--- src/hdl/rlce_pkg.sv ---
`timescale 1ns / 1ps
`default_nettype none

package rlce_pkg;

    localparam int DIV_STEPS  = 16;
    localparam int PIXEL_BITS = 24;

    localparam logic [8:0] PIXEL_COUNT_RESET = 9'd8;
    localparam logic [7:0] CODE_ONE_RESET    = 8'd248;
    localparam logic [7:0] CODE_ZERO_RESET   = 8'd192;

    typedef enum logic [1:0] {
        CFG_PIXEL_COUNT = 2'd0,
        CFG_CODE_ONE    = 2'd1,
        CFG_CODE_ZERO   = 2'd2
    } cfg_index_t;

    typedef struct packed {
        logic       use_wheel;
        logic [7:0] pixel_index;
        logic [9:0] frame_offset;
        logic [7:0] red;
        logic [7:0] green;
        logic [7:0] blue;
    } pixel_in_t;

    typedef struct packed {
        logic [7:0] code_byte;
        logic       last;
    } code_out_t;

    // One slot of the divider chain: remaining dividend bits, partial
    // remainder, low quotient bits, and the pixel riding along.
    typedef struct packed {
        logic [15:0] num;
        logic [8:0]  rem;
        logic [7:0]  quo;
        pixel_in_t   pix;
    } div_stage_t;

    // Color wheel: returns {green, red, blue} for a wheel position.
    function automatic logic [23:0] wheel_color(input logic [7:0] pos);
        logic [7:0] w;
        logic [7:0] t;
        logic [9:0] tri3;
        logic [7:0] r;
        logic [7:0] g;
        logic [7:0] b;
        w = ~pos;
        if (w < 8'd85) begin
            t = w;
        end else if (w < 8'd170) begin
            t = w - 8'd85;
        end else begin
            t = w - 8'd170;
        end
        tri3 = {2'b00, t} + {1'b0, t, 1'b0};
        if (w < 8'd85) begin
            r = 8'd255 - tri3[7:0];
            g = 8'd0;
            b = tri3[7:0];
        end else if (w < 8'd170) begin
            r = 8'd0;
            g = tri3[7:0];
            b = 8'd255 - tri3[7:0];
        end else begin
            r = tri3[7:0];
            g = 8'd255 - tri3[7:0];
            b = 8'd0;
        end
        return {g, r, b};
    endfunction

endpackage

`default_nettype wire

--- src/hdl/rlce_div_cell.sv ---
`timescale 1ns / 1ps
`default_nettype none

module rlce_div_cell
    import rlce_pkg::*;
(
    input  wire logic       clk,
    input  wire logic       rst_n,
    input  wire logic       valid_in,
    input  wire div_stage_t stage_in,
    input  wire logic [8:0] divisor,
    output logic            valid_out,
    output div_stage_t      stage_out
);

    logic       valid_reg;
    div_stage_t stage_reg;
    div_stage_t stage_next;
    logic [9:0] trial;
    logic [9:0] diff;

    // One restoring division step: bring down the next dividend bit.
    always_comb
    begin
        trial = {stage_in.rem, stage_in.num[15]};
        diff  = trial - {1'b0, divisor};
        stage_next     = stage_in;
        stage_next.num = {stage_in.num[14:0], 1'b0};
        if (trial >= {1'b0, divisor}) begin
            stage_next.rem = diff[8:0];
            stage_next.quo = {stage_in.quo[6:0], 1'b1};
        end else begin
            stage_next.rem = trial[8:0];
            stage_next.quo = {stage_in.quo[6:0], 1'b0};
        end
    end

    always_ff @(posedge clk or negedge rst_n)
    begin
        if (!rst_n) begin
            valid_reg <= 1'b0;
        end else begin
            valid_reg <= valid_in;
        end
    end

    always_ff @(posedge clk)
    begin
        stage_reg <= stage_next;
    end

    assign valid_out = valid_reg;
    assign stage_out = stage_reg;

endmodule

`default_nettype wire

--- src/hdl/rlce_serializer.sv ---
`timescale 1ns / 1ps
`default_nettype none

module rlce_serializer
    import rlce_pkg::*;
(
    input  wire logic        clk,
    input  wire logic        rst_n,
    input  wire logic        load,
    input  wire logic [23:0] word,
    input  wire logic [7:0]  code_one,
    input  wire logic [7:0]  code_zero,
    output logic             free,
    output logic             strobe,
    output code_out_t        code
);

    localparam logic [4:0] LAST_BIT = 5'(PIXEL_BITS - 1);

    logic        active_reg;
    logic        active_next;
    logic [4:0]  cnt_reg;
    logic [4:0]  cnt_next;
    logic [23:0] word_reg;
    logic [23:0] word_next;

    assign free = !active_reg || (cnt_reg == LAST_BIT);

    always_comb
    begin
        active_next = active_reg;
        cnt_next    = cnt_reg;
        word_next   = word_reg;
        if (load && free) begin
            active_next = 1'b1;
            cnt_next    = 5'd0;
            word_next   = word;
        end else if (active_reg) begin
            if (cnt_reg == LAST_BIT) begin
                active_next = 1'b0;
            end else begin
                cnt_next  = cnt_reg + 5'd1;
                word_next = {word_reg[22:0], 1'b0};
            end
        end
    end

    always_ff @(posedge clk or negedge rst_n)
    begin
        if (!rst_n) begin
            active_reg <= 1'b0;
            cnt_reg    <= 5'd0;
        end else begin
            active_reg <= active_next;
            cnt_reg    <= cnt_next;
        end
    end

    always_ff @(posedge clk)
    begin
        word_reg <= word_next;
    end

    assign strobe         = active_reg;
    assign code.code_byte = word_reg[23] ? code_one : code_zero;
    assign code.last      = (cnt_reg == LAST_BIT);

endmodule

`default_nettype wire

--- src/hdl/rainbow_led_code_encoder.sv ---
`timescale 1ns / 1ps
`default_nettype none

// Rainbow LED code encoder: one pixel in, 24 SPI code bytes out.
//
// Input: a pixel transaction is accepted at a rising edge where start is
// high and busy is low. Output: each code byte sits on code for exactly one
// cycle with strobe high; the receiver cannot stall, so bytes leave at one
// per cycle, green first, most significant bit first, last set on the 24th.
// Configuration: cfg_valid/cfg_ready write channel; cfg_ready is always high.
// Index 0 is pixel_count, 1 is code_one, 2 is code_zero; other indexes are
// ignored. Write configuration only while the block is idle.
//
// Path: an accepted pixel passes the 16-cell divider chain, then the hold
// register, then the 24-byte serializer, which takes it once it is free. The
// next pixel is taken while the previous one is still being shifted out.
// Pixels whose index is at or above MAX_PIXELS are accepted and dropped.
// Reset clears all control state and restores the configuration defaults.
module rainbow_led_code_encoder
    import rlce_pkg::*;
#(
    parameter int MAX_PIXELS = 256
)
(
    input  wire logic       clk,
    input  wire logic       rst_n,
    input  wire logic       start,
    output logic            busy,
    input  wire pixel_in_t  pixel,
    output logic            strobe,
    output code_out_t       code,
    input  wire logic       cfg_valid,
    output logic            cfg_ready,
    input  wire logic [1:0] cfg_index,
    input  wire logic [8:0] cfg_data
);

    logic [8:0] pixel_count_reg;
    logic [7:0] code_one_reg;
    logic [7:0] code_zero_reg;

    // Register file. Writes to unlisted indexes fall through the default arm.
    assign cfg_ready = 1'b1;

    always_ff @(posedge clk or negedge rst_n)
    begin
        if (!rst_n) begin
            pixel_count_reg <= PIXEL_COUNT_RESET;
            code_one_reg    <= CODE_ONE_RESET;
            code_zero_reg   <= CODE_ZERO_RESET;
        end else if (cfg_valid && cfg_ready) begin
            unique case (cfg_index)
                CFG_PIXEL_COUNT: pixel_count_reg <= cfg_data;
                CFG_CODE_ONE:    code_one_reg    <= cfg_data[7:0];
                CFG_CODE_ZERO:   code_zero_reg   <= cfg_data[7:0];
                default:         ;
            endcase
        end
    end

    // A pixel count of zero divides as one.
    logic [8:0] divisor;
    assign divisor = (pixel_count_reg == 9'd0) ? 9'd1 : pixel_count_reg;

    // At most one pixel is in flight between acceptance and the serializer.
    logic pending_reg;
    logic accept;
    logic drop;
    logic take;

    assign busy   = pending_reg;
    assign accept = start && !busy;
    assign drop   = 32'(pixel.pixel_index) >= MAX_PIXELS;

    // Divider chain: each cell performs one restoring step of
    // pixel_index*256 / pixel_count and passes the pixel along.
    logic       chain_valid [DIV_STEPS+1];
    div_stage_t chain_stage [DIV_STEPS+1];

    always_comb
    begin
        chain_valid[0]     = accept && !drop;
        chain_stage[0].num = {pixel.pixel_index, 8'd0};
        chain_stage[0].rem = 9'd0;
        chain_stage[0].quo = 8'd0;
        chain_stage[0].pix = pixel;
    end

    for (genvar i = 0; i < DIV_STEPS; i++) begin : g_div
        rlce_div_cell u_cell (
            .clk       (clk),
            .rst_n     (rst_n),
            .valid_in  (chain_valid[i]),
            .stage_in  (chain_stage[i]),
            .divisor   (divisor),
            .valid_out (chain_valid[i+1]),
            .stage_out (chain_stage[i+1])
        );
    end

    // Color selection at the end of the chain, held until the serializer is free.
    div_stage_t  tail;
    logic [7:0]  wheel_pos;
    logic [23:0] color_word;
    logic        hold_valid_reg;
    logic        hold_valid_next;
    logic [23:0] hold_word_reg;
    logic        ser_free;

    assign tail      = chain_stage[DIV_STEPS];
    assign wheel_pos = tail.quo + tail.pix.frame_offset[7:0];

    always_comb
    begin
        if (tail.pix.use_wheel) begin
            color_word = wheel_color(wheel_pos);
        end else begin
            color_word = {tail.pix.green, tail.pix.red, tail.pix.blue};
        end
    end

    assign take = hold_valid_reg && ser_free;

    always_comb
    begin
        hold_valid_next = hold_valid_reg;
        if (chain_valid[DIV_STEPS]) begin
            hold_valid_next = 1'b1;
        end else if (take) begin
            hold_valid_next = 1'b0;
        end
    end

    always_ff @(posedge clk or negedge rst_n)
    begin
        if (!rst_n) begin
            hold_valid_reg <= 1'b0;
            pending_reg    <= 1'b0;
        end else begin
            hold_valid_reg <= hold_valid_next;
            if (accept && !drop) begin
                pending_reg <= 1'b1;
            end else if (take) begin
                pending_reg <= 1'b0;
            end
        end
    end

    always_ff @(posedge clk)
    begin
        if (chain_valid[DIV_STEPS]) begin
            hold_word_reg <= color_word;
        end
    end

    rlce_serializer u_ser (
        .clk       (clk),
        .rst_n     (rst_n),
        .load      (hold_valid_reg),
        .word      (hold_word_reg),
        .code_one  (code_one_reg),
        .code_zero (code_zero_reg),
        .free      (ser_free),
        .strobe    (strobe),
        .code      (code)
    );

endmodule

`default_nettype wire
--- config.mk ---
export PLATFORM = sky130hd
export DESIGN_NAME = rainbow_led_code_encoder
export DESIGN_NICKNAME = d
export VERILOG_FILES = /design/src/hdl/rlce_pkg.sv /design/src/hdl/rlce_div_cell.sv /design/src/hdl/rlce_serializer.sv /design/src/hdl/rainbow_led_code_encoder.sv
export SDC_FILE = /design/constraint.sdc
export NUM_CORES = 1
export LEC_CHECK = 0
export BUFFER_PORTS_ARGS = -buffer_cell sky130_fd_sc_hd__buf_2
export CAP_MARGIN = 30
export CORE_MARGIN = 1
export CORE_UTILIZATION = 65
export CTS_CLUSTER_SIZE = 16
export DETAILED_ROUTE_END_ITERATION = 12
export HOLD_SLACK_MARGIN = 0.12
export PLACE_DENSITY = 0.82
export SLEW_MARGIN = 25
export SYNTH_ARGS = -nofsm -noshare
export SYNTH_HDL_FRONTEND = slang
export SYNTH_HIERARCHICAL = 1
export SYNTH_SLANG_ARGS = --single-unit
--- constraint.sdc ---
create_clock -name clk -period 11.8 [get_ports clk]
set_input_delay 2.36 -clock clk [delete_from_list [all_inputs] [get_ports clk]]
set_output_delay 2.36 -clock clk [all_outputs]
set_load 0.05 [all_outputs]
==> metrics.txt, run 1 <==
status=finished clean; Clk Latency, worst-skew pair=0.65 ns; largest net degree at the start of global routing=54; commonest non-fill, non-tap cell in the layout=dfxtp_1; Power, Total=12.7 mW; register area=19100 um2; Layout Skew=0.0425 ns; DRC Markers=0; Hold Crit Class=reg2reg; CP Cell Sequence=ha_1, inv_1, fa_1, nand2b_4, a21oi_2, xor2_1, a21oi_2, o21ai_4, inv_4, a22o_1, or2_4, fa_1, inv_1, nand3_1, o21ba_2, mux2i_1, mux2i_1, nor2_1, ha_1, nand3_1, o21ai_0; Max Slew Vio Count=0; crit share post-route=44.5%; Setup Viol. Count Final=0; WP data arrival=5.60 ns; initial core utilization=65.9%; Overflow after GRT=0; Cells after Synth=2607; Layout area overhead=12.2%; Clock transition at path regs=0.08 ns; initial antenna violation count=0; RSZ-0062 raised after global routing=no; Die Wd=225 um; # hold bufs at CTS=0; Worst slew margin=47.3%; Final #Nets=2956; via count=19500; Port Buffer Count=66; most frequent cells in the layout=819 x dfxtp_1, 222 x inv_1, 173 x ha_1; Root Driver=clkbuf_16; via-per-instance ratio=5.66; FILL cells=3087; Die H=225 um; Setup WS pre-CTS=6.59 ns; total CTS buffers=82; n_diodes=0; leakage=15.6 nW; setup_tns=0 ns; FP Rows=81; CP Max Fanout=12; synthesized area=32300 um2; crit path max-delay cell type=xor2_1; CP endpoint kind=register; Peak VDD IR=0.279 mV; final hold slack=0.291 ns; Crit Path Category=reg2reg; clk sinks=916; Largest register FFs=819; first-pass GRT wire length=101000 um; Routed wire per std cell=18.3 um; reg2reg path depth=21; max-cap violation count=0; antenna-violating nets left=0; Crit path required time=12.16 ns; pwr dens=351 nW/um2; Final WS setup=6.55 ns; DP HPWL=39100 um; final number of hold-violating endpoints=0; PostCTS Resize Cnt=0; Max Clock Freq=191 MHz; Post CTS Setup Buffer Count=0; Avg Synthesized Cell Area=12.4 um2; Multi-input gate area=11900 um2; Core Box Area=49000 um2; overall routed net length=63100 um; WHS Path Cells=0; DRT iter0 DRCs=1413; die area=50600 um2; min Tclk post-route=5.25 ns; vias in the first global route=19600; Initial DRT Pass Iterations=5; worst slew pin tran=0.788 ns; Longest Clk Path Bufs=3; IO Pins=70; H-Tree Depth=3; startpoint types=register; GP Congestion=0.848; share of cells above drive strength 1=17.7%; CTS tree=done; Global Route Usage Sum=25.2%; Yosys warning total=6; Worst path max stage delay=0.59 ns
## worst max-delay path: cells and delay by family, from the launching register on
kind                       cells  cell delay (ns)
AOI/OAI and AO/OA              6             1.33
xor gates and xnor gates       1             0.59
adders and majority gates      4             1.29
buffers and inverters          3             0.35
DFF                            1             0.32
muxes                          2             0.33
and+or+nand+nor                5             0.74
## final cells by class
cell class / instances / area share, %
Inverter: 239 / 2.60
Sequential cell: 916 / 52.7
Timing Repair Buffer: 79 / 1.26
Tap cell: 664 / 2.29
Multi-Input combinational cell: 1389 / 32.8
Clock inverter: 41 / 1.94
Clock buffer: 110 / 6.43
## metal layers
metal | wire length [um] | GRT usage (%)
met3 | 3060 | 4.04
met5 | 0 | 0
met2 | 30700 | 43.0
met4 | 1420 | 8.10
met1 | 27900 | 32.7
## where the power goes
group | leakage [nW] | total, mW | switching, mW | internal (mW)
Combinational | 6.15 | 5.77 | 3.27 | 2.49
Sequential | 7.97 | 4.04 | 0.304 | 3.73
Clock | 1.47 | 2.88 | 1.19 | 1.70
## stage by stage
step,utilization [%],cell area [um2],instances
global route,74.0,36200,3438
floorplan,-,32400,2633
CTS,74.0,36200,3438
finish,74.0,36200,3438
detailed placement,67.8,33200,3287
global placement,67.7,33100,3284
## path summary, 6_finish.rpt
| path | end | slack, ns | start |
|---|---|---|---|
| max | hold_word_reg[23]$_DFFE_PP_ | 6.55 | g_div[15].u_cell/stage_out[24]$_DFF_P_ |
| min | g_div[15].u_cell/stage_out[28]$_DFF_P_ | 0.29 | g_div[14].u_cell/stage_out[28]$_DFF_P_ |
| max reg2reg | hold_word_reg[23]$_DFFE_PP_ | 6.55 | g_div[15].u_cell/stage_out[24]$_DFF_P_ |
| min reg2reg | g_div[15].u_cell/stage_out[28]$_DFF_P_ | 0.29 | g_div[14].u_cell/stage_out[28]$_DFF_P_ |
| max in group asynchronous | code_one_reg[6]$_DFFE_PN1P_ | 9.48 | rst_n |
| min in group asynchronous | u_ser/cnt_reg[4]$_DFFE_PN0P_ | 1.70 | rst_n |
Power figures use the tool's default switching activity.
==> run 2, diff against run 1 <==
--- a/config.mk
+++ b/config.mk
@@ -8,11 +8,11 @@
 export BUFFER_PORTS_ARGS = -buffer_cell sky130_fd_sc_hd__buf_2
 export CAP_MARGIN = 30
 export CORE_MARGIN = 1
-export CORE_UTILIZATION = 65
+export CORE_UTILIZATION = 63
 export CTS_CLUSTER_SIZE = 16
 export DETAILED_ROUTE_END_ITERATION = 12
 export HOLD_SLACK_MARGIN = 0.12
-export PLACE_DENSITY = 0.82
+export PLACE_DENSITY = 0.8
 export SLEW_MARGIN = 25
 export SYNTH_ARGS = -nofsm -noshare
 export SYNTH_HDL_FRONTEND = slang
==> constraint.sdc (replaced) <==
create_clock -name clk -period 5.4 [get_ports clk]
set_input_delay 1.08 -clock clk [delete_from_list [all_inputs] [get_ports clk]]
set_output_delay 1.08 -clock clk [all_outputs]
set_load 0.05 [all_outputs]
==> metrics.txt, run 2 (synthesis results as in run 1) <==
status=finished clean; total CTS buffers=84; Root Driver=clkbuf_16; Die Wd=228 um; via-per-instance ratio=5.63; DRT iter0 DRCs=1239; FP Rows=82; H-Tree Depth=3; crit share post-route=92.5%; Routed wire per std cell=18.0 um; most frequent cells in the layout=819 x dfxtp_1, 222 x inv_1, 173 x ha_1; global routing met2 resource utilization=41.1%; IO Pins=70; Longest Clk Path Bufs=3; WP data arrival=5.37 ns; setup_tns=0 ns; Crit Path Category=reg2reg; Clock transition at path regs=0.07 ns; first-pass GRT wire length=101000 um; met3 usage in global routing=3.75%; Initial DRT Pass Iterations=5; initial antenna violation count=0; r2r setup slk=0.41 ns; CP endpoint kind=register; min Tclk post-route=4.99 ns; Overflow after GRT=0; hold path startpoint=g_div[6].u_cell/stage_out[2]$_DFF_P_; via count=19400; GP Congestion=0.876; Layout Skew=0.0368 ns; CTS tree=done; GR Util met1=30.2%; commonest non-fill, non-tap cell in the layout=dfxtp_1; Post CTS Setup Buffer Count=0; share of cells above drive strength 1=17.6%; RR Startpoint=g_div[15].u_cell/stage_out[24]$_DFF_P_; Crit path required time=5.78 ns; n_diodes=0; Clk Latency, worst-skew pair=0.64 ns; Layout area overhead=12.0%; DP HPWL=39400 um; Largest register FFs=819; initial core utilization=64.1%; busiest grt layer=met2; largest net degree at the start of global routing=54; antenna-violating nets left=0; worst slew pin tran=0.780 ns; clk sinks=916; Final #Nets=2959; CP Max Fanout=11; Max Slew Vio Count=0; Max Clock Freq=200 MHz; max-cap violation count=0; RSZ-0062 raised after global routing=no; vias in the first global route=19800; Port Buffer Count=66; Setup Viol. Count Final=0; die area=52200 um2; Die H=228 um; Hold Crit Class=reg2reg; Worst slew margin=47.9%; Core Box Area=50400 um2; startpoint types=register; overall routed net length=62200 um; area post-placement=33200 um2; final number of hold-violating endpoints=0; Global Route Usage Sum=23.9%; post-route design area=36200 um2; Critical path origin=g_div[15].u_cell/stage_out[24]$_DFF_P_; DRC Markers=0
## run 2: cell count changes in the layout (fill, tap and decap cells not counted), moves of 3 or more
| cell | before | now |
|---|---|---|
| clkbuf_1 | 11 | 19 |
| clkbuf_8 | 17 | 12 |
| bufinv_16 | 13 | 7 |
| inv_4 | 17 | 20 |
| clkbuf_16 | 82 | 86 |
## run 2: path summary, 6_finish.rpt
path                       depth (start not counted)                              endpoint
max                                               20           hold_word_reg[23]$_DFFE_PP_
min                                                0  g_div[7].u_cell/stage_out[2]$_DFF_P_
max reg2reg                                       20           hold_word_reg[23]$_DFFE_PP_
min reg2reg                                        0  g_div[7].u_cell/stage_out[2]$_DFF_P_
max in group asynchronous                          2        pixel_count_reg[3]$_DFFE_PN1P_
min in group asynchronous                          1          u_ser/cnt_reg[2]$_DFFE_PN0P_
## run 2: timing repair
action                     CTS  global route
setup endpoints to repair    0             4
resized for setup            0             4
hold buffers                 0             0
## run 2: worst max-delay path: stages (launching register included)
cell	delay, ns
dfxtp_1	0.32
ha_1	0.20
inv_1	0.07
fa_1	0.40
xnor2_1	0.31
inv_1	0.15
o22ai_1	0.39
a21oi_2	0.15
o21ai_4	0.24
inv_4	0.13
o211ai_1	0.33
a221oi_4	0.10
ha_1	0.40
a21o_1	0.21
a21oi_1	0.20
or3b_1	0.36
mux2i_1	0.22
nor2_1	0.11
ha_1	0.28
nand3_1	0.08
o21ai_0	0.08
## run 2: area by class of cell
type | count | area (um2)
clock buffer | 118 | 2390
timing repair buffer | 80 | 475
inverter | 239 | 940
fill | 3336 | 14200
clock inverter | 37 | 529
multi-input combinational | 1389 | 11900
sequential | 916 | 19100
tap | 672 | 841
## run 2: layer usage
| metal | part of all wire (%) | vias to the layer above |
|---|---|---|
| met4 | 3.1 | 0 |
| li1 | - | 9483 |
| met1 | 44 | 9257 |
| met3 | 5.0 | 149 |
| met2 | 48 | 554 |
| met5 | 0 | - |
## run 2: stage by stage
step / cells / utilization [%] / hold slack (ns) / worst slack (ns)
after detailed placement: 3296 / 65.9 / 0.312 / 0.237
after global placement: 3293 / 65.8 / 0.310 / 0.433
final: 3451 / 71.8 / 0.298 / 0.408
after CTS: 3451 / 71.7 / 0.305 / 0.220
after floorplan: 2633 / - / 0.310 / 0.447
after global routing: 3451 / 71.8 / 0.303 / 0.0177
Power of run 2 is not shown: default switching activity piles up to over one toggle a cycle in this logic, so the estimate is an artifact.
